--- config.mk ---
export PLATFORM = sky130hd
export DESIGN_NAME = scanline_sprite_compositor_unit_flat
export DESIGN_NICKNAME = d
export VERILOG_FILES = /design/src/hdl/sscu_pkg.sv /design/src/hdl/sscu_if.sv /design/src/hdl/sscu_draw.sv /design/src/hdl/scanline_sprite_compositor_unit.sv /design/src/flat_wrapper.sv
export SDC_FILE = /design/constraint.sdc
export NUM_CORES = 1
export LEC_CHECK = 0
export ABC_AREA = 1
export BUFFER_PORTS_ARGS = -buffer_cell sky130_fd_sc_hd__buf_2
export CAP_MARGIN = 20
export CORE_ASPECT_RATIO = 0.6
export CORE_MARGIN = 3
export CORE_UTILIZATION = 30
export DETAILED_ROUTE_END_ITERATION = 12
export GPL_TIMING_DRIVEN = 1
export SETUP_SLACK_MARGIN = 0.4
export SLEW_MARGIN = 20
export SYNTH_ARGS = -nofsm -noshare
export SYNTH_HDL_FRONTEND = slang
export SYNTH_SLANG_ARGS = --single-unit
--- constraint.sdc ---
create_clock -name i_clk -period 10.7 [get_ports i_clk]
set_input_delay 1.605 -clock i_clk [delete_from_list [all_inputs] [get_ports i_clk]]
set_output_delay 1.605 -clock i_clk [all_outputs]
set_load 0.02 [all_outputs]
--- src/hdl/sscu_pkg.sv ---
// sscu_pkg: types, register codes and small tables for the scanline sprite compositor
// no dependencies; imported by every other file of the block

package sscu_pkg;

    localparam int DOTS_PER_LINE = 228;
    localparam int HBLANK_DOTS   = 68;
    localparam int VIS_COLS      = 160;
    localparam int VISIBLE_ROWS  = 256;

    localparam logic [1:0] FUNC_TICK  = 2'd0;
    localparam logic [1:0] FUNC_WRITE = 2'd1;
    localparam logic [1:0] FUNC_READ  = 2'd2;

    localparam logic [5:0] A_VSYNC  = 6'h00;
    localparam logic [5:0] A_VBLANK = 6'h01;
    localparam logic [5:0] A_WSYNC  = 6'h02;
    localparam logic [5:0] A_RSYNC  = 6'h03;
    localparam logic [5:0] A_NUSIZ0 = 6'h04;
    localparam logic [5:0] A_NUSIZ1 = 6'h05;
    localparam logic [5:0] A_COLUP0 = 6'h06;
    localparam logic [5:0] A_COLUBK = 6'h09;
    localparam logic [5:0] A_CTRLPF = 6'h0A;
    localparam logic [5:0] A_REFP0  = 6'h0B;
    localparam logic [5:0] A_REFP1  = 6'h0C;
    localparam logic [5:0] A_PF0    = 6'h0D;
    localparam logic [5:0] A_PF1    = 6'h0E;
    localparam logic [5:0] A_PF2    = 6'h0F;
    localparam logic [5:0] A_RESP0  = 6'h10;
    localparam logic [5:0] A_RESP1  = 6'h11;
    localparam logic [5:0] A_RESM0  = 6'h12;
    localparam logic [5:0] A_RESBL  = 6'h14;
    localparam logic [5:0] A_AUD_LO = 6'h15;
    localparam logic [5:0] A_AUD_HI = 6'h1A;
    localparam logic [5:0] A_GRP0   = 6'h1B;
    localparam logic [5:0] A_GRP1   = 6'h1C;
    localparam logic [5:0] A_ENAM0  = 6'h1D;
    localparam logic [5:0] A_ENAM1  = 6'h1E;
    localparam logic [5:0] A_ENABL  = 6'h1F;
    localparam logic [5:0] A_HMP0   = 6'h20;
    localparam logic [5:0] A_HMBL   = 6'h24;
    localparam logic [5:0] A_VDELP0 = 6'h25;
    localparam logic [5:0] A_VDELP1 = 6'h26;
    localparam logic [5:0] A_VDELBL = 6'h27;
    localparam logic [5:0] A_RESMP0 = 6'h28;
    localparam logic [5:0] A_RESMP1 = 6'h29;
    localparam logic [5:0] A_HMOVE  = 6'h2A;
    localparam logic [5:0] A_HMCLR  = 6'h2B;
    localparam logic [5:0] A_CXCLR  = 6'h2C;

    localparam logic [5:0] R_INPT4  = 6'h0C;
    localparam logic [5:0] R_INPT5  = 6'h0D;

    typedef struct packed {
        logic [1:0] func;
        logic [5:0] reg_addr;
        logic [7:0] write_data;
        logic [7:0] fire0_level;
        logic [7:0] fire1_level;
    } t_in_item;

    typedef struct packed {
        logic       pixel_valid;
        logic [7:0] pixel_column;
        logic [7:0] pixel_row;
        logic [6:0] pixel_colour;
        logic [7:0] read_data;
        logic       line_end;
        logic       field_end;
        logic       cpu_halt;
        logic       audio_strobe;
    } t_out_item;

    // object state seen by the compositor
    typedef struct packed {
        logic [3:0][6:0] col;
        logic [7:0]      pfctl;
        logic [19:0]     pf;
        logic [3:0][7:0] grp;
        logic [4:0][7:0] pos;
        logic [1:0][7:0] nusiz;
        logic            refp0;
        logic            refp1;
        logic            vdelp0;
        logic            vdelp1;
        logic            vdelbl;
        logic            enam0;
        logic            enam1;
        logic            enbl_new;
        logic            enbl_old;
        logic            resmp0;
        logic            resmp1;
    } t_vid_state;

    function automatic logic [1:0] copy_num(input logic [2:0] mode);
        case (mode)
            3'd1, 3'd2, 3'd4: copy_num = 2'd2;
            3'd3, 3'd6:       copy_num = 2'd3;
            default:          copy_num = 2'd1;
        endcase
    endfunction

    function automatic logic [6:0] copy_gap(input logic [2:0] mode, input logic [1:0] c);
        copy_gap = 7'd0;
        if (c == 2'd1) begin
            case (mode)
                3'd1, 3'd3: copy_gap = 7'd16;
                3'd2, 3'd6: copy_gap = 7'd32;
                3'd4:       copy_gap = 7'd64;
                default:    copy_gap = 7'd0;
            endcase
        end else if (c == 2'd2) begin
            case (mode)
                3'd3:    copy_gap = 7'd32;
                3'd6:    copy_gap = 7'd64;
                default: copy_gap = 7'd0;
            endcase
        end
    endfunction

    // folds a position in -160..319 back into 0..159
    function automatic logic [7:0] wrap160(input logic signed [9:0] v);
        logic signed [9:0] t;
        t = v;
        if (v < 0) begin
            t = v + 10'sd160;
        end else if (v >= 10'sd160) begin
            t = v - 10'sd160;
        end
        wrap160 = t[7:0];
    endfunction

endpackage

--- src/hdl/sscu_if.sv ---
// sscu_in_if / sscu_out_if: valid/ready channels carrying one item each
// depends on sscu_pkg

interface sscu_in_if import sscu_pkg::*; ();
    logic     valid;
    logic     ready;
    t_in_item data;
    modport source  (output valid, output data, input ready);
    modport sink    (input valid, input data, output ready);
    modport monitor (input valid, input data, input ready);
endinterface

interface sscu_out_if import sscu_pkg::*; ();
    logic      valid;
    logic      ready;
    t_out_item data;
    modport source  (output valid, output data, input ready);
    modport sink    (input valid, input data, output ready);
    modport monitor (input valid, input data, input ready);
endinterface

--- src/hdl/sscu_draw.sv ---
// sscu_draw: combinational compositor for one visible column
// depends on sscu_pkg; gives the palette index and the collision bits to set

module sscu_draw import sscu_pkg::*; (
    input  t_vid_state i_vs,
    input  logic [7:0] i_px,
    output logic [6:0] o_colour,
    output logic [15:0] o_coll_set
);

    function automatic logic player_hit(input logic [7:0] px, input logic [7:0] pos,
                                        input logic [7:0] g, input logic [2:0] mode,
                                        input logic refl);
        logic [1:0] sh;
        logic       hit;
        logic signed [9:0] rel;
        logic [4:0] rb;
        logic [2:0] b;
        sh  = (mode == 3'd5) ? 2'd1 : (mode == 3'd7) ? 2'd2 : 2'd0;
        hit = 1'b0;
        for (int c = 0; c < 3; c++) begin
            if (2'(c) < copy_num(mode)) begin
                rel = $signed({2'b0, px}) - $signed({2'b0, pos})
                    - $signed({3'b0, copy_gap(mode, 2'(c))});
                if (rel >= 0 && rel < (10'sd8 <<< sh)) begin
                    rb = rel[4:0] >> sh;
                    b  = rb[2:0];
                    if (refl ? g[b] : g[3'd7 - b]) begin
                        hit = 1'b1;
                    end
                end
            end
        end
        return hit;
    endfunction

    function automatic logic missile_hit(input logic [7:0] px, input logic [7:0] pos,
                                         input logic [7:0] nusiz, input logic en);
        logic hit;
        logic signed [9:0] rel;
        hit = 1'b0;
        for (int c = 0; c < 3; c++) begin
            if (2'(c) < copy_num(nusiz[2:0])) begin
                rel = $signed({2'b0, px}) - $signed({2'b0, pos})
                    - $signed({3'b0, copy_gap(nusiz[2:0], 2'(c))});
                if (rel >= 0 && rel < (10'sd1 <<< nusiz[5:4])) begin
                    hit = 1'b1;
                end
            end
        end
        return hit && en;
    endfunction

    logic [5:0] pf_slot;
    logic [5:0] idx;
    logic       en_bl;
    logic signed [9:0] bl_rel;
    logic       p0, p1, m0, m1, bl, pf;
    logic [6:0] pfc;

    always_comb begin
        pf_slot = 6'(i_px >> 2);
        if (pf_slot < 6'd20) begin
            idx = pf_slot;
        end else if (i_vs.pfctl[0]) begin
            idx = 6'd39 - pf_slot;
        end else begin
            idx = pf_slot - 6'd20;
        end
        pf     = i_vs.pf[idx[4:0]];
        en_bl  = i_vs.vdelbl ? i_vs.enbl_old : i_vs.enbl_new;
        bl_rel = $signed({2'b0, i_px}) - $signed({2'b0, i_vs.pos[4]});
        bl     = en_bl && bl_rel >= 0 && bl_rel < (10'sd1 <<< i_vs.pfctl[5:4]);
        p0 = player_hit(i_px, i_vs.pos[0], i_vs.vdelp0 ? i_vs.grp[1] : i_vs.grp[0],
                        i_vs.nusiz[0][2:0], i_vs.refp0);
        p1 = player_hit(i_px, i_vs.pos[1], i_vs.vdelp1 ? i_vs.grp[3] : i_vs.grp[2],
                        i_vs.nusiz[1][2:0], i_vs.refp1);
        m0 = missile_hit(i_px, i_vs.pos[2], i_vs.nusiz[0], i_vs.enam0 && !i_vs.resmp0);
        m1 = missile_hit(i_px, i_vs.pos[3], i_vs.nusiz[1], i_vs.enam1 && !i_vs.resmp1);

        o_coll_set = {p0 && p1, m0 && m1, bl && pf, 1'b0,
                      m1 && pf, m1 && bl, m0 && pf, m0 && bl,
                      p1 && pf, p1 && bl, p0 && pf, p0 && bl,
                      m1 && p0, m1 && p1, m0 && p1, m0 && p0};

        pfc = i_vs.pfctl[1] ? ((i_px < 8'd80) ? i_vs.col[0] : i_vs.col[1]) : i_vs.col[2];
        if (i_vs.pfctl[2]) begin
            if (pf || bl)    o_colour = bl ? i_vs.col[2] : pfc;
            else if (p0 || m0) o_colour = i_vs.col[0];
            else if (p1 || m1) o_colour = i_vs.col[1];
            else             o_colour = i_vs.col[3];
        end else begin
            if (p0 || m0)    o_colour = i_vs.col[0];
            else if (p1 || m1) o_colour = i_vs.col[1];
            else if (pf || bl) o_colour = bl ? i_vs.col[2] : pfc;
            else             o_colour = i_vs.col[3];
        end
    end

endmodule

--- src/hdl/scanline_sprite_compositor_unit.sv ---
// scanline_sprite_compositor_unit: top level, register file, beam counters and result stage
// depends on sscu_pkg, sscu_if and sscu_draw
//
// usage
//   i_item carries one item per handshake: a dot tick, a register write or a register read.
//   o_result returns exactly one item for every accepted input item, in order.
//   an accepted item is held in an input register; while it waits there the register file,
//   counters and compositor resolve it and, once the result stage can advance, the result
//   register captures the answer. one item per cycle is sustained while o_result.ready
//   stays high, limited by the single state update per cycle.
//   i_item.ready stays high while the input register is empty or its item moves on, so
//   a stalled receiver holds the result and the one pending item, then input stops.
//   reset (i_rst_n low at a clock edge) clears the counters, every object register,
//   the collision latches and the halt request, and empties both stages.
//   a dot tick on a visible column outside sync and blank gives a pixel; the row
//   counter stops one past the last visible row until vertical sync ends.

module scanline_sprite_compositor_unit import sscu_pkg::*; (
    input  logic        i_clk,
    input  logic        i_rst_n,
    sscu_in_if.sink     i_item,
    sscu_out_if.source  o_result
);

    logic       r_in_valid;
    t_in_item   r_in;
    logic       r_out_valid;
    t_out_item  r_out;

    logic [7:0] r_dot, n_dot;
    logic [8:0] r_row, n_row;
    logic       r_sync, n_sync;
    logic       r_blank, n_blank;
    t_vid_state r_vs, n_vs;
    logic [4:0][3:0] r_mot, n_mot;
    logic [15:0] r_coll, n_coll;
    logic       r_halt, n_halt;

    logic       adv;
    logic       fire;
    logic [7:0] px;
    logic       active;
    logic [6:0] draw_colour;
    logic [15:0] draw_coll;
    t_out_item  res;

    assign adv            = !r_out_valid || o_result.ready;
    assign fire           = r_in_valid && adv;
    assign i_item.ready   = !r_in_valid || adv;
    assign o_result.valid = r_out_valid;
    assign o_result.data  = r_out;
    assign px             = r_dot - 8'(HBLANK_DOTS);
    assign active         = !r_sync && !r_blank && (r_row < 9'(VISIBLE_ROWS));

    sscu_draw u_draw (
        .i_vs       (r_vs),
        .i_px       (px),
        .o_colour   (draw_colour),
        .o_coll_set (draw_coll)
    );

    always_comb begin
        n_dot   = r_dot;
        n_row   = r_row;
        n_sync  = r_sync;
        n_blank = r_blank;
        n_vs    = r_vs;
        n_mot   = r_mot;
        n_coll  = r_coll;
        n_halt  = r_halt;
        res     = '0;
        if (fire) begin
            case (r_in.func)
                FUNC_TICK: begin
                    if (r_dot >= 8'(HBLANK_DOTS) && active) begin
                        res.pixel_valid  = 1'b1;
                        res.pixel_column = px;
                        res.pixel_row    = r_row[7:0];
                        res.pixel_colour = draw_colour;
                        n_coll           = r_coll | draw_coll;
                    end
                    if (r_dot == 8'(DOTS_PER_LINE - 1)) begin
                        n_dot        = 8'd0;
                        res.line_end = 1'b1;
                        n_halt       = 1'b0;
                        if (active) begin
                            n_row = r_row + 9'd1;
                        end
                    end else begin
                        n_dot = r_dot + 8'd1;
                    end
                end
                FUNC_WRITE: begin
                    case (r_in.reg_addr) inside
                        A_VSYNC: begin
                            if (r_in.write_data[1] && !r_sync) res.field_end = 1'b1;
                            if (!r_in.write_data[1] && r_sync) n_row = 9'd0;
                            n_sync = r_in.write_data[1];
                        end
                        A_VBLANK: n_blank = r_in.write_data[1];
                        A_WSYNC:  n_halt = 1'b1;
                        A_RSYNC:  n_dot = 8'd0;
                        [A_NUSIZ0:A_NUSIZ1]:
                            n_vs.nusiz[r_in.reg_addr[0]] = r_in.write_data;
                        [A_COLUP0:A_COLUBK]:
                            n_vs.col[2'(r_in.reg_addr - A_COLUP0)] = r_in.write_data[7:1];
                        A_CTRLPF: n_vs.pfctl = r_in.write_data;
                        A_REFP0:  n_vs.refp0 = r_in.write_data[3];
                        A_REFP1:  n_vs.refp1 = r_in.write_data[3];
                        A_PF0:    n_vs.pf[3:0] = r_in.write_data[7:4];
                        A_PF1: begin
                            for (int i = 0; i < 8; i++) begin
                                n_vs.pf[4 + i] = r_in.write_data[7 - i];
                            end
                        end
                        A_PF2:    n_vs.pf[19:12] = r_in.write_data;
                        [A_RESP0:A_RESP1]:
                            n_vs.pos[3'(r_in.reg_addr - A_RESP0)] =
                                wrap160($signed({2'b0, r_dot}) - 10'sd68 + 10'sd5);
                        [A_RESM0:A_RESBL]:
                            n_vs.pos[3'(r_in.reg_addr - A_RESP0)] =
                                wrap160($signed({2'b0, r_dot}) - 10'sd68 + 10'sd4);
                        [A_AUD_LO:A_AUD_HI]: res.audio_strobe = 1'b1;
                        A_GRP0: begin
                            n_vs.grp[0] = r_in.write_data;
                            n_vs.grp[3] = r_vs.grp[2];
                        end
                        A_GRP1: begin
                            n_vs.grp[2]   = r_in.write_data;
                            n_vs.grp[1]   = r_vs.grp[0];
                            n_vs.enbl_old = r_vs.enbl_new;
                        end
                        A_ENAM0:  n_vs.enam0 = r_in.write_data[1];
                        A_ENAM1:  n_vs.enam1 = r_in.write_data[1];
                        A_ENABL:  n_vs.enbl_new = r_in.write_data[1];
                        [A_HMP0:A_HMBL]:
                            n_mot[3'(r_in.reg_addr - A_HMP0)] = r_in.write_data[7:4];
                        A_VDELP0: n_vs.vdelp0 = r_in.write_data[0];
                        A_VDELP1: n_vs.vdelp1 = r_in.write_data[0];
                        A_VDELBL: n_vs.vdelbl = r_in.write_data[0];
                        A_RESMP0: begin
                            n_vs.resmp0 = r_in.write_data[1];
                            if (r_in.write_data[1])
                                n_vs.pos[2] = wrap160($signed({2'b0, r_vs.pos[0]}) + 10'sd3);
                        end
                        A_RESMP1: begin
                            n_vs.resmp1 = r_in.write_data[1];
                            if (r_in.write_data[1])
                                n_vs.pos[3] = wrap160($signed({2'b0, r_vs.pos[1]}) + 10'sd3);
                        end
                        A_HMOVE: begin
                            for (int i = 0; i < 5; i++) begin
                                n_vs.pos[i] = wrap160($signed({2'b0, r_vs.pos[i]})
                                                      - $signed({{6{r_mot[i][3]}}, r_mot[i]}));
                            end
                        end
                        A_HMCLR:  n_mot = '0;
                        A_CXCLR:  n_coll = '0;
                        default: ;
                    endcase
                end
                FUNC_READ: begin
                    if (r_in.reg_addr < 6'd8) begin
                        res.read_data = {r_coll[{r_in.reg_addr[2:0], 1'b1}],
                                         r_coll[{r_in.reg_addr[2:0], 1'b0}], 6'b0};
                    end else if (r_in.reg_addr == R_INPT4) begin
                        res.read_data = r_in.fire0_level;
                    end else if (r_in.reg_addr == R_INPT5) begin
                        res.read_data = r_in.fire1_level;
                    end
                end
                default: ;
            endcase
        end
        res.cpu_halt = n_halt;
    end

    always_ff @(posedge i_clk) begin
        if (!i_rst_n) begin
            r_in_valid  <= 1'b0;
            r_out_valid <= 1'b0;
            r_dot       <= '0;
            r_row       <= '0;
            r_sync      <= 1'b0;
            r_blank     <= 1'b0;
            r_vs        <= '0;
            r_mot       <= '0;
            r_coll      <= '0;
            r_halt      <= 1'b0;
        end else begin
            if (i_item.ready) begin
                r_in_valid <= i_item.valid;
            end
            if (adv) begin
                r_out_valid <= r_in_valid;
            end
            r_dot   <= n_dot;
            r_row   <= n_row;
            r_sync  <= n_sync;
            r_blank <= n_blank;
            r_vs    <= n_vs;
            r_mot   <= n_mot;
            r_coll  <= n_coll;
            r_halt  <= n_halt;
        end
    end

    always_ff @(posedge i_clk) begin
        if (i_item.valid && i_item.ready) begin
            r_in <= i_item.data;
        end
        if (fire) begin
            r_out <= res;
        end
    end

    a_dot_range: assert property (@(posedge i_clk) disable iff (!i_rst_n)
        r_dot < 8'(DOTS_PER_LINE))
        else $error("dot counter out of range");

    a_row_limit: assert property (@(posedge i_clk) disable iff (!i_rst_n)
        r_row <= 9'(VISIBLE_ROWS))
        else $error("row counter past last visible row");

    a_cxclr: assert property (@(posedge i_clk) disable iff (!i_rst_n)
        fire && r_in.func == FUNC_WRITE && r_in.reg_addr == A_CXCLR |=> r_coll == '0)
        else $error("collision latches not cleared");

    a_pixel_col: assert property (@(posedge i_clk) disable iff (!i_rst_n)
        r_out_valid && r_out.pixel_valid |-> r_out.pixel_column < 8'(VIS_COLS))
        else $error("pixel column beyond visible line");

    a_wrap_halt: assert property (@(posedge i_clk) disable iff (!i_rst_n)
        fire && r_in.func == FUNC_TICK && r_dot == 8'(DOTS_PER_LINE - 1) |=> !r_halt)
        else $error("halt request survived line wrap");

endmodule
--- src/flat_wrapper.sv ---
// flat-port wrapper written by rule: the top's interface ports become plain ports
module scanline_sprite_compositor_unit_flat import sscu_pkg::*;
  (i_clk, i_rst_n, i_item_valid, i_item_data, i_item_ready, o_result_valid, o_result_data, o_result_ready);
  sscu_in_if i_item_i ();
  sscu_out_if o_result_i ();
  input  logic i_clk;
  input  logic i_rst_n;
  input wire logic [$bits(i_item_i.valid)-1:0] i_item_valid;
  input wire logic [$bits(i_item_i.data)-1:0] i_item_data;
  output wire logic [$bits(i_item_i.ready)-1:0] i_item_ready;
  output wire logic [$bits(o_result_i.valid)-1:0] o_result_valid;
  output wire logic [$bits(o_result_i.data)-1:0] o_result_data;
  input wire logic [$bits(o_result_i.ready)-1:0] o_result_ready;
  assign i_item_i.valid = i_item_valid;
  assign i_item_i.data = i_item_data;
  assign i_item_ready = i_item_i.ready;
  assign o_result_valid = o_result_i.valid;
  assign o_result_data = o_result_i.data;
  assign o_result_i.ready = o_result_ready;
  scanline_sprite_compositor_unit u_core (.i_clk(i_clk), .i_rst_n(i_rst_n), .i_item(i_item_i), .o_result(o_result_i));
endmodule
## Word level (Yosys, flattened, before mapping)

Cells that the tools add are included.

- Flip-flop bits (word level): 279
- Bits of input ports: 36
- Output and inout bits: 38
- Logic and storage cells: 727

- Add/subtract/negate cells: 55
- $lt $le $gt $ge: 90
- Eq/ne operators: 95
- Shift operators: 11
- Mux-type cells: 282
- Bitwise gates (word level): 28
- Reductions and logical operators: 108

Operators with widths:

| operator | count |
|---|---|
| $mux 8 | 108 |
| $mux 16 | 45 |
| $mux 20 | 8 |
| $reduce_and 27->1 | 4 |
| $mux 7 | 15 |
| $bwmux 40 | 2 |
| $ge 10x1->1 const B | 8 |
| $lt 10x10->1 | 8 |
| $sub 9x8->10 | 8 |
| $add 8x8->8 const B | 9 |
| $sub 8x8->8 const B | 9 |
| $ge 10x9->1 const B | 7 |
| $lt 10x1->1 const B | 7 |
| $mux 1 | 60 |
| $lt 3x4->1 const B | 14 |
| $ne 2x2->1 const B | 28 |
| $logic_and 1x1->1 | 50 |
| $lt 9x10->1 | 5 |
| $sub 9x4->10 | 5 |
| $eq 6x6->1 const B | 8 |
| $ge 9x1->1 const B | 5 |
| $sub 8x8->9 | 5 |
| $bmux 1 s3 | 14 |
| $pmux 7 s3 | 2 |
| other kinds (104) | 235 |

## Depth between registers and ports, before layout

Gate-level depths: netlist (run 1).

- Depth in word-level cells: 31
- Mapped depth: 28
- Gate-level depth less buffers: 27

## Cells and area by module

A second synthesis (run 1) with hierarchy kept.

- Cell total of the unflattened synthesis: 2949
- Area total of the unflattened synthesis: 20584.7 sq um

Modules (own cells, without submodules):

| module | instances | cells each | area an instance (sq um) | sequential area each (sq um) |
|---|---|---|---|---|
| scanline_sprite_compositor_unit | 1 | 2020 | 15268.4 | 6306.0 |
| sscu_draw | 1 | 929 | 5316.3 | 0.0 |

## Least setup slack after synthesis (run 1)

Ideal clock, no wire load.

- Path type: reg-to-reg
- From: reg u_core.r_dot[2]
- To: reg u_core.r_out (netlist bit u_core.o_result.data[12]), data pin
- Setup time: 0.253 ns
- Arrival time: 4.419 ns
- Data required time: 10.447 ns
- Slack: 6.029 ns
- Cell stages (with the launch flop): 29
- Path buffers: 1
- Period minus slack after synthesis: 4.671 ns
- Path through: dfxtp_1 buf_2 inv_1 ha_1 or2_2 nand2_2 inv_1 ha_1 inv_1 o21bai_1 xor2_1 inv_1 fa_1 inv_1 ha_1 inv_1 nor2_1 o21ai_0 nand2_1 nor2_1 nand2_1 a211oi_1 nand2_1 nand3_4 inv_1 nand2_1 nand3_1 nand2_1 nor2_1

- Word-level cells in the longest chain between the ends: 21
- Elaborated cells between the ends (all ways): 152
- Those cells by class: add/sub (22); order compare (29); shift (6); mux (74); reduce/logical (21)

RTL lines:

| item | RTL line | text |
|---|---|---|
| start, declared | scanline_sprite_compositor_unit.sv:30 | `logic [7:0] r_dot, n_dot;` |
| start signal, assigned | scanline_sprite_compositor_unit.sv:197 | `r_dot <= n_dot;` |
| $sub 8x7->8 (*) | scanline_sprite_compositor_unit.sv:52 | `assign px = r_dot - 8'(HBLANK_DOTS);` |
| named net u_core.px[2] | scanline_sprite_compositor_unit.sv:41 | `logic [7:0] px;` |
| parallel branches: the longest is 19 deep, another holds $sub 9x8->10 | n/a |  |
| $mux 7 (*) | sscu_draw.sv:87 | `if (i_vs.pfctl[2]) begin` |
| end signal, assigned | scanline_sprite_compositor_unit.sv:213 | `r_out <= res;` |
| end, declared | scanline_sprite_compositor_unit.sv:28 | `t_out_item r_out;` |

Mark *: on every way through the listed nets, which the timed path passes. The select of a mux whose other input is x is not followed.
A chain may end at the register's enable or synchronous reset.

## Worst setup path after layout (run 1)

- From: reg u_core.r_dot[2]
- To: reg u_core.r_out (netlist bit u_core.o_result.data[14]), data pin

Same word-level chain as after synthesis.

==> results of run 1 <==
==> worst reg2reg max path, stage by stage (launching register included) <==
cell	delay, ps
dfxtp_1	750
inv_1	380
ha_1	390
or2_2	310
nand2_2	110
inv_1	230
ha_1	430
inv_1	90
o21bai_1	180
xor2_1	310
inv_1	140
ha_1	260
fa_1	460
inv_1	70
ha_1	210
o21ai_0	80
nand2_1	60
nor3_1	190
nand4_1	120
o21ai_0	100
nand2_1	140
nand3_4	190
inv_1	160
nand2_1	100
nand3_1	70
nand2_1	80
nor2_1	40
==> state kept, by name, summed over array words and instances, names as in the netlist <==
register and cells:
u_core.r_vs 146, u_core.o_result.data 36, u_core.r_in 32, u_core.r_mot 20, u_core.r_coll 15, u_core.r_row 9, u_core.r_dot 8, u_core.o_result.valid 1
u_core.r_blank 1, u_core.r_halt 1, u_core.r_in_valid 1, u_core.r_sync 1
==> per-layer routing <==
layer / wire, um / share of wire, % / vias up
li1: - / - / 9147
met1: 33400 / 52 / 8326
met2: 21050 / 33 / 812
met3: 8551 / 13 / 55
met4: 898 / 1.4 / 4
met5: 140 / 0.22 / -
==> worst paths after layout <==
check	to	slack, ps	depth (start not counted)
worst max-delay path	u_core.o_result.data[14]	4810	26
worst min-delay path	u_core.r_vs[150]	450	2
worst max register to register	u_core.o_result.data[14]	4810	26
worst min register to register	u_core.r_vs[150]	450	2
==> power by group through the flow <==
stage          Combinational (mW)  Clock (mW)  Sequential (mW)
2_1_floorplan               0.245           0             1.10
3_5_place_dp                0.353           0             1.10
4_1_cts                     0.355       0.994             1.08
5_1_grt                     0.408        1.04             1.08
6_report                    0.365       0.980             1.08
3_3_place_gp                0.354           0             1.10
==> layout make-up <==
class,count,area share (%)
multi-input combinational,1946,52.71
clock inverter,14,0.7886
inverter,438,7.676
sequential,271,28.51
timing repair buffer,89,2.278
tap,839,4.901
clock buffer,32,3.137
==> placed cells by master (no fill, tap or decap), drive strengths merged, types with 68 or more instances in the layout <==
cell type,count
nand2,480
inv,443
a21oi,307
o21ai,258
nor2,233
dfxtp,203
nand3,183
ha,164
buf,88
edfxtp,68
==> kinds of logic (layout without fill, tap and decap cells) <==
group | Yosys count | in the layout | share of synthesized area, %
AO/OA/AOI/OAI | 671 | 671 | 18.91
XOR/XNOR | 80 | 80 | 3.631
adder cells (fa/ha/maj) | 182 | 182 | 12.50
buffers and inverters | 504 | 573 | 10.02
flip-flops | 271 | 271 | 31.64
other | 1 | 6 | 0.01943
AND/OR/NAND/NOR | 1007 | 1007 | 23.28
==> out/qor.json, run 1 <==
{
  "cts": {
    "postCtsHoldBufs": 0,
    "cts_inserted_buffers": 25,
    "post_cts_resize_count": 0,
    "cts_htree_levels": 1,
    "cts_buffer_depth": 3,
    "cts.clk_slew.worst_paths_ps": 70,
    "post-cts-setup-buffer-count": 0,
    "clock_tree_from_tritoncts": "yes",
    "insertion_delay_ps": 580,
    "clkSinkCount": 271,
    "cts_root_buf": "clkbuf_16"
  },
  "global_routing": {
    "grt_use_total_pct": 18.29,
    "grt_start_max_net_pins": 73,
    "met3_usage_pct": 7.099,
    "grt_pass1_vias": 15815,
    "total_congestion_overflow": 0,
    "globalRouteMet1Util_pct": 30.16,
    "number_of_antenna_violations_at_the_first_check_in_global_routing": 3,
    "globalRouteMet2Util_pct": 21.34,
    "grt.busiest_layer": "met1",
    "wire_length_of_the_first_global_routing_pass_um": 96680
  },
  "worst_setup_path": {
    "cell_type_group_with_the_largest_total_delay_on_the_critical_path": "adder cells",
    "worst_setup_path_end_kind": "register",
    "delay_of_the_slowest_critical_path_stage_ps": 750,
    "critical_path_buf_inv_count": 6,
    "crit_start": "u_core.r_dot[2]",
    "crit_type": "reg2reg",
    "critical_path.most_common_cell": "inv_1",
    "worstPathMaxFanout": 15,
    "worst_setup_path_start_kind": "register",
    "ff_to_ff_start": "u_core.r_dot[2]",
    "timing.critical_path.slowest_stage_cell": "dfxtp_1",
    "worstPathArrival_ps": 6210,
    "required_ps": 11020
  },
  "min_path": {
    "worst_min_delay_path_class": "reg2reg",
    "min_from": "u_core.r_vs[150]"
  },
  "status": {
    "outcome": "complete, no violations"
  },
  "die": {
    "start_util_pct": 30.55,
    "design.portCount": 74,
    "die_height_um": 202.5,
    "core.rowCount": 71,
    "core-area_mm2": 0.06316,
    "die_w_um": 333.4,
    "floorplan.die_area_mm2": 0.06751
  },
  "finish": {
    "multi_input_area_mm2": 0.01129,
    "design_area_mm2": 0.02142,
    "post-route-util_pct": 33.91,
    "num-fill-cells": 6766,
    "antennaDiodeCount": 0,
    "finish.cell_count_without_fillers": 3629,
    "final_net_count": 2989,
    "post_route_cells_drive_above_1_share_pct": 7.670,
    "sequential_cell_area_mm2": 0.006106,
    "syn_to_final_growth_pct": 10.98
  },
  "detailed_routing": {
    "detailedRoute.firstPassIterationCount": 7,
    "totalWireLength_um": 64040,
    "drt_drc_violations_left": 0,
    "drt.antenna.violating_nets": 0,
    "routed_wire_length_per_instance_um": 17.65,
    "detailroute.via_count": 18344,
    "drt-initial-drc-count": 2171,
    "vias_per_cell": 5.055
  },
  "placement": {
    "placed_area_mm2": 0.02057,
    "io_buffers": 73,
    "numPlacedInstances": 3582,
    "preCtsSetupSlack_ps": 4982,
    "total_half_perimeter_wirelength_after_legalization_and_detailed_placement_um": 50140,
    "globalplace.congestion": 1.001
  },
  "yosys": {
    "netlist_area_mm2": 0.01930,
    "synthTopCellsByArea": "dfxtp_1 (21%), ha_1 (11%), edfxtp_1 (11%), nand2_1 (9.1%), inv_1 (8.1%)",
    "post-synth-top-count-cell": "nand2_1",
    "postSynth.asyncResetShare_pct": 0,
    "netlist_instances": 2716,
    "most_used_flip_flop_cell_after_synthesis": "dfxtp_1",
    "postSynthRegisterBits": 271,
    "ys_seq_area_share_pct": 31.64,
    "yosysUniqueCellTypes": 64,
    "synth_area_per_cell_um2": 7.105,
    "yosys.area.top_type": "dfxtp_1",
    "yosys_warnings": 0,
    "edff_count_synth": 68,
    "synth.cells.most_frequent": "nand2_1 (468), inv_1 (419), a21oi_1 (303)",
    "yosys.area.top_type_share_pct": 21.06
  },
  "timing": {
    "final.hold.worst_slack_ps": 450.2,
    "max_slew_margin_pct": 11.31,
    "setup_viol_count_final": 0,
    "clock_skew_ps": 18.91,
    "finalMaxSlewViolations": 0,
    "worstMarginPinSlew_ps": 1320,
    "period_needed_ps": 5886,
    "layout_worst_path_cycle_share_pct": 55.01,
    "final.setup.tns_ps": 0,
    "postLayoutSetupSlackWorst_ps": 4814,
    "finalHoldViolCount": 0,
    "rsz0062_at_grt": "false",
    "max_freq_mhz": 169.9
  },
  "power_and_ir_drop": {
    "p_seq_share_pct": 44.6,
    "irDropWorstVdd_v": 0.0001024,
    "clock_network_power_share_pct": 40.4,
    "total_power_mw": 2.426,
    "total_switching_power_mw": 0.7239,
    "internal_power_mw": 1.703,
    "power_switching_share_pct": 29.83,
    "power.leakage_nw": 8.911,
    "power_frac_comb_pct": 15.0,
    "cellPowerDensity_mw_per_mm2": 113.3
  },
  "run": {
    "maxCapViolations": 0
  }
}
No activity file was read; power rests on OpenSTA's default activity.
==> run 2, diff against run 1 <==
==> constraint.sdc (replaced) <==
create_clock -name i_clk -period 6 [get_ports i_clk]
set_input_delay 0.9 -clock i_clk [delete_from_list [all_inputs] [get_ports i_clk]]
set_output_delay 0.9 -clock i_clk [all_outputs]
set_load 0.02 [all_outputs]
==> out/qor.json, run 2 (same netlist as run 1, synthesis figures left out) <==
{
  "worst_setup_path": {
    "worstPathMaxFanout": 9,
    "worstPathArrival_ps": 5550,
    "worst_setup_path_end_kind": "register",
    "crit_type": "reg2reg",
    "required_ps": 6320,
    "worst_setup_path_start_kind": "register"
  },
  "power_and_ir_drop": {
    "total_power_mw": 4.347,
    "power_switching_share_pct": 29.83,
    "p_seq_share_pct": 44.5,
    "total_switching_power_mw": 1.297,
    "clock_network_power_share_pct": 40.5,
    "cellPowerDensity_mw_per_mm2": 202.9,
    "power.leakage_nw": 8.907,
    "internal_power_mw": 3.050,
    "irDropWorstVdd_v": 0.0001557,
    "power_frac_comb_pct": 15.0
  },
  "status": {
    "outcome": "complete, no violations"
  },
  "cts": {
    "post_cts_resize_count": 0,
    "cts_buffer_depth": 3,
    "cts_inserted_buffers": 25,
    "post-cts-setup-buffer-count": 0,
    "cts_htree_levels": 1,
    "cts.clk_slew.worst_paths_ps": 80,
    "insertion_delay_ps": 580,
    "cts_root_buf": "clkbuf_16",
    "clock_tree_from_tritoncts": "yes",
    "clkSinkCount": 271,
    "postCtsHoldBufs": 0
  },
  "die": {
    "die_height_um": 202.5,
    "start_util_pct": 30.55,
    "die_w_um": 333.4,
    "core.rowCount": 71,
    "floorplan.die_area_mm2": 0.06751,
    "design.portCount": 74,
    "core-area_mm2": 0.06316
  },
  "timing": {
    "worstMarginPinSlew_ps": 1244,
    "period_needed_ps": 5224,
    "clock_skew_ps": 17.97,
    "setup_viol_count_final": 0,
    "final.setup.tns_ps": 0,
    "max_freq_mhz": 191.4,
    "finalHoldViolCount": 0,
    "finalMaxSlewViolations": 0,
    "rsz0062_at_grt": "false",
    "layout_worst_path_cycle_share_pct": 87.06,
    "max_slew_margin_pct": 16.42
  },
  "global_routing": {
    "grt_use_total_pct": 18.69,
    "number_of_antenna_violations_at_the_first_check_in_global_routing": 1,
    "grt_pass1_vias": 16314,
    "grt_start_max_net_pins": 65,
    "wire_length_of_the_first_global_routing_pass_um": 99230,
    "total_congestion_overflow": 0
  },
  "detailed_routing": {
    "drt_drc_violations_left": 0,
    "vias_per_cell": 5.051,
    "routed_wire_length_per_instance_um": 17.84,
    "detailedRoute.firstPassIterationCount": 7,
    "totalWireLength_um": 64690,
    "detailroute.via_count": 18314,
    "drt.antenna.violating_nets": 0,
    "drt-initial-drc-count": 2188
  },
  "placement": {
    "total_half_perimeter_wirelength_after_legalization_and_detailed_placement_um": 50640,
    "globalplace.congestion": 0.9846,
    "io_buffers": 73,
    "placed_area_mm2": 0.02055,
    "numPlacedInstances": 3580
  },
  "finish": {
    "num-fill-cells": 6816,
    "antennaDiodeCount": 0,
    "finish.cell_count_without_fillers": 3626,
    "post_route_cells_drive_above_1_share_pct": 7.714,
    "post-route-util_pct": 33.92,
    "design_area_mm2": 0.02142,
    "layout_common_cells": "nand2_1 (468), inv_1 (419), a21oi_1 (303)",
    "largest_register_ff_count": 146,
    "mostFrequentLayoutCell": "nand2_1",
    "top_reg_by_flops": "u_core.r_vs",
    "syn_to_final_growth_pct": 11.02,
    "final_net_count": 2986
  },
  "min_path": {
    "worst_min_delay_path_class": "reg2reg"
  },
  "run": {
    "maxCapViolations": 0
  }
}
==> run 2: final timing paths <==
path         slack (ps)        startpoint  cells past startpoint                  endpoint
min reg2reg         450  u_core.r_vs[153]                      2          u_core.r_vs[153]
min                 450  u_core.r_vs[153]                      2          u_core.r_vs[153]
max                 780   u_core.r_dot[2]                     23  u_core.o_result.data[18]
max reg2reg         780   u_core.r_dot[2]                     23  u_core.o_result.data[18]
==> run 2: cell type report <==
class                      count  area (um2)  share of cell area (%)
multi-input combinational   1946       11300                   52.75
sequential                   271        6106                   28.50
inverter                     438        1644                   7.674
tap                          839        1050                   4.900
clock buffer                  30       675.6                   3.154
timing repair buffer          86       465.4                   2.173
clock inverter                16       182.7                  0.8527
==> run 2: critical path: stages, from the launching register on <==
cell and delay, ps:
dfxtp_1 330, inv_1 180, ha_1 360, or2_2 310
nand2_2 110, inv_1 240, ha_1 440, inv_1 90
o21ai_0 220, xor2_1 230, inv_1 130, ha_1 240
fa_1 490, nand3_1 70, nor3_1 220, a21oi_1 100
nand2_1 170, nand3_1 290, nand3_4 260, inv_1 160
nand2_1 100, nand3_1 60, nand2_1 80, nor2_1 40
==> run 2: power groups by stage <==
| stage | Sequential, mW | Clock, mW | Combinational, mW |
|---|---|---|---|
| 6_report | 1.94 | 1.76 | 0.650 |
| 5_1_grt | 1.94 | 1.87 | 0.726 |
| 4_1_cts | 1.94 | 1.79 | 0.632 |
| 3_5_place_dp | 1.98 | 0 | 0.627 |
| 3_3_place_gp | 1.98 | 0 | 0.627 |
| 2_1_floorplan | 1.97 | 0 | 0.437 |
==> run 2: through the flow <==
stage,setup slack [ps],hold slack (ps)
2_1_floorplan,1329,423.8
3_3_place_gp,1042,436.9
3_5_place_dp,905.0,443.6
4_1_cts,855.1,452.8
5_1_grt,412.0,461.2
6_report,776.3,451.1
==> run 2: per-layer routing <==
metal  wire length [um]  GRT usage (%)
met5                 13              0
met1              34450          31.72
met3               7816          5.515
met4                714          2.184
met2              21700          22.30
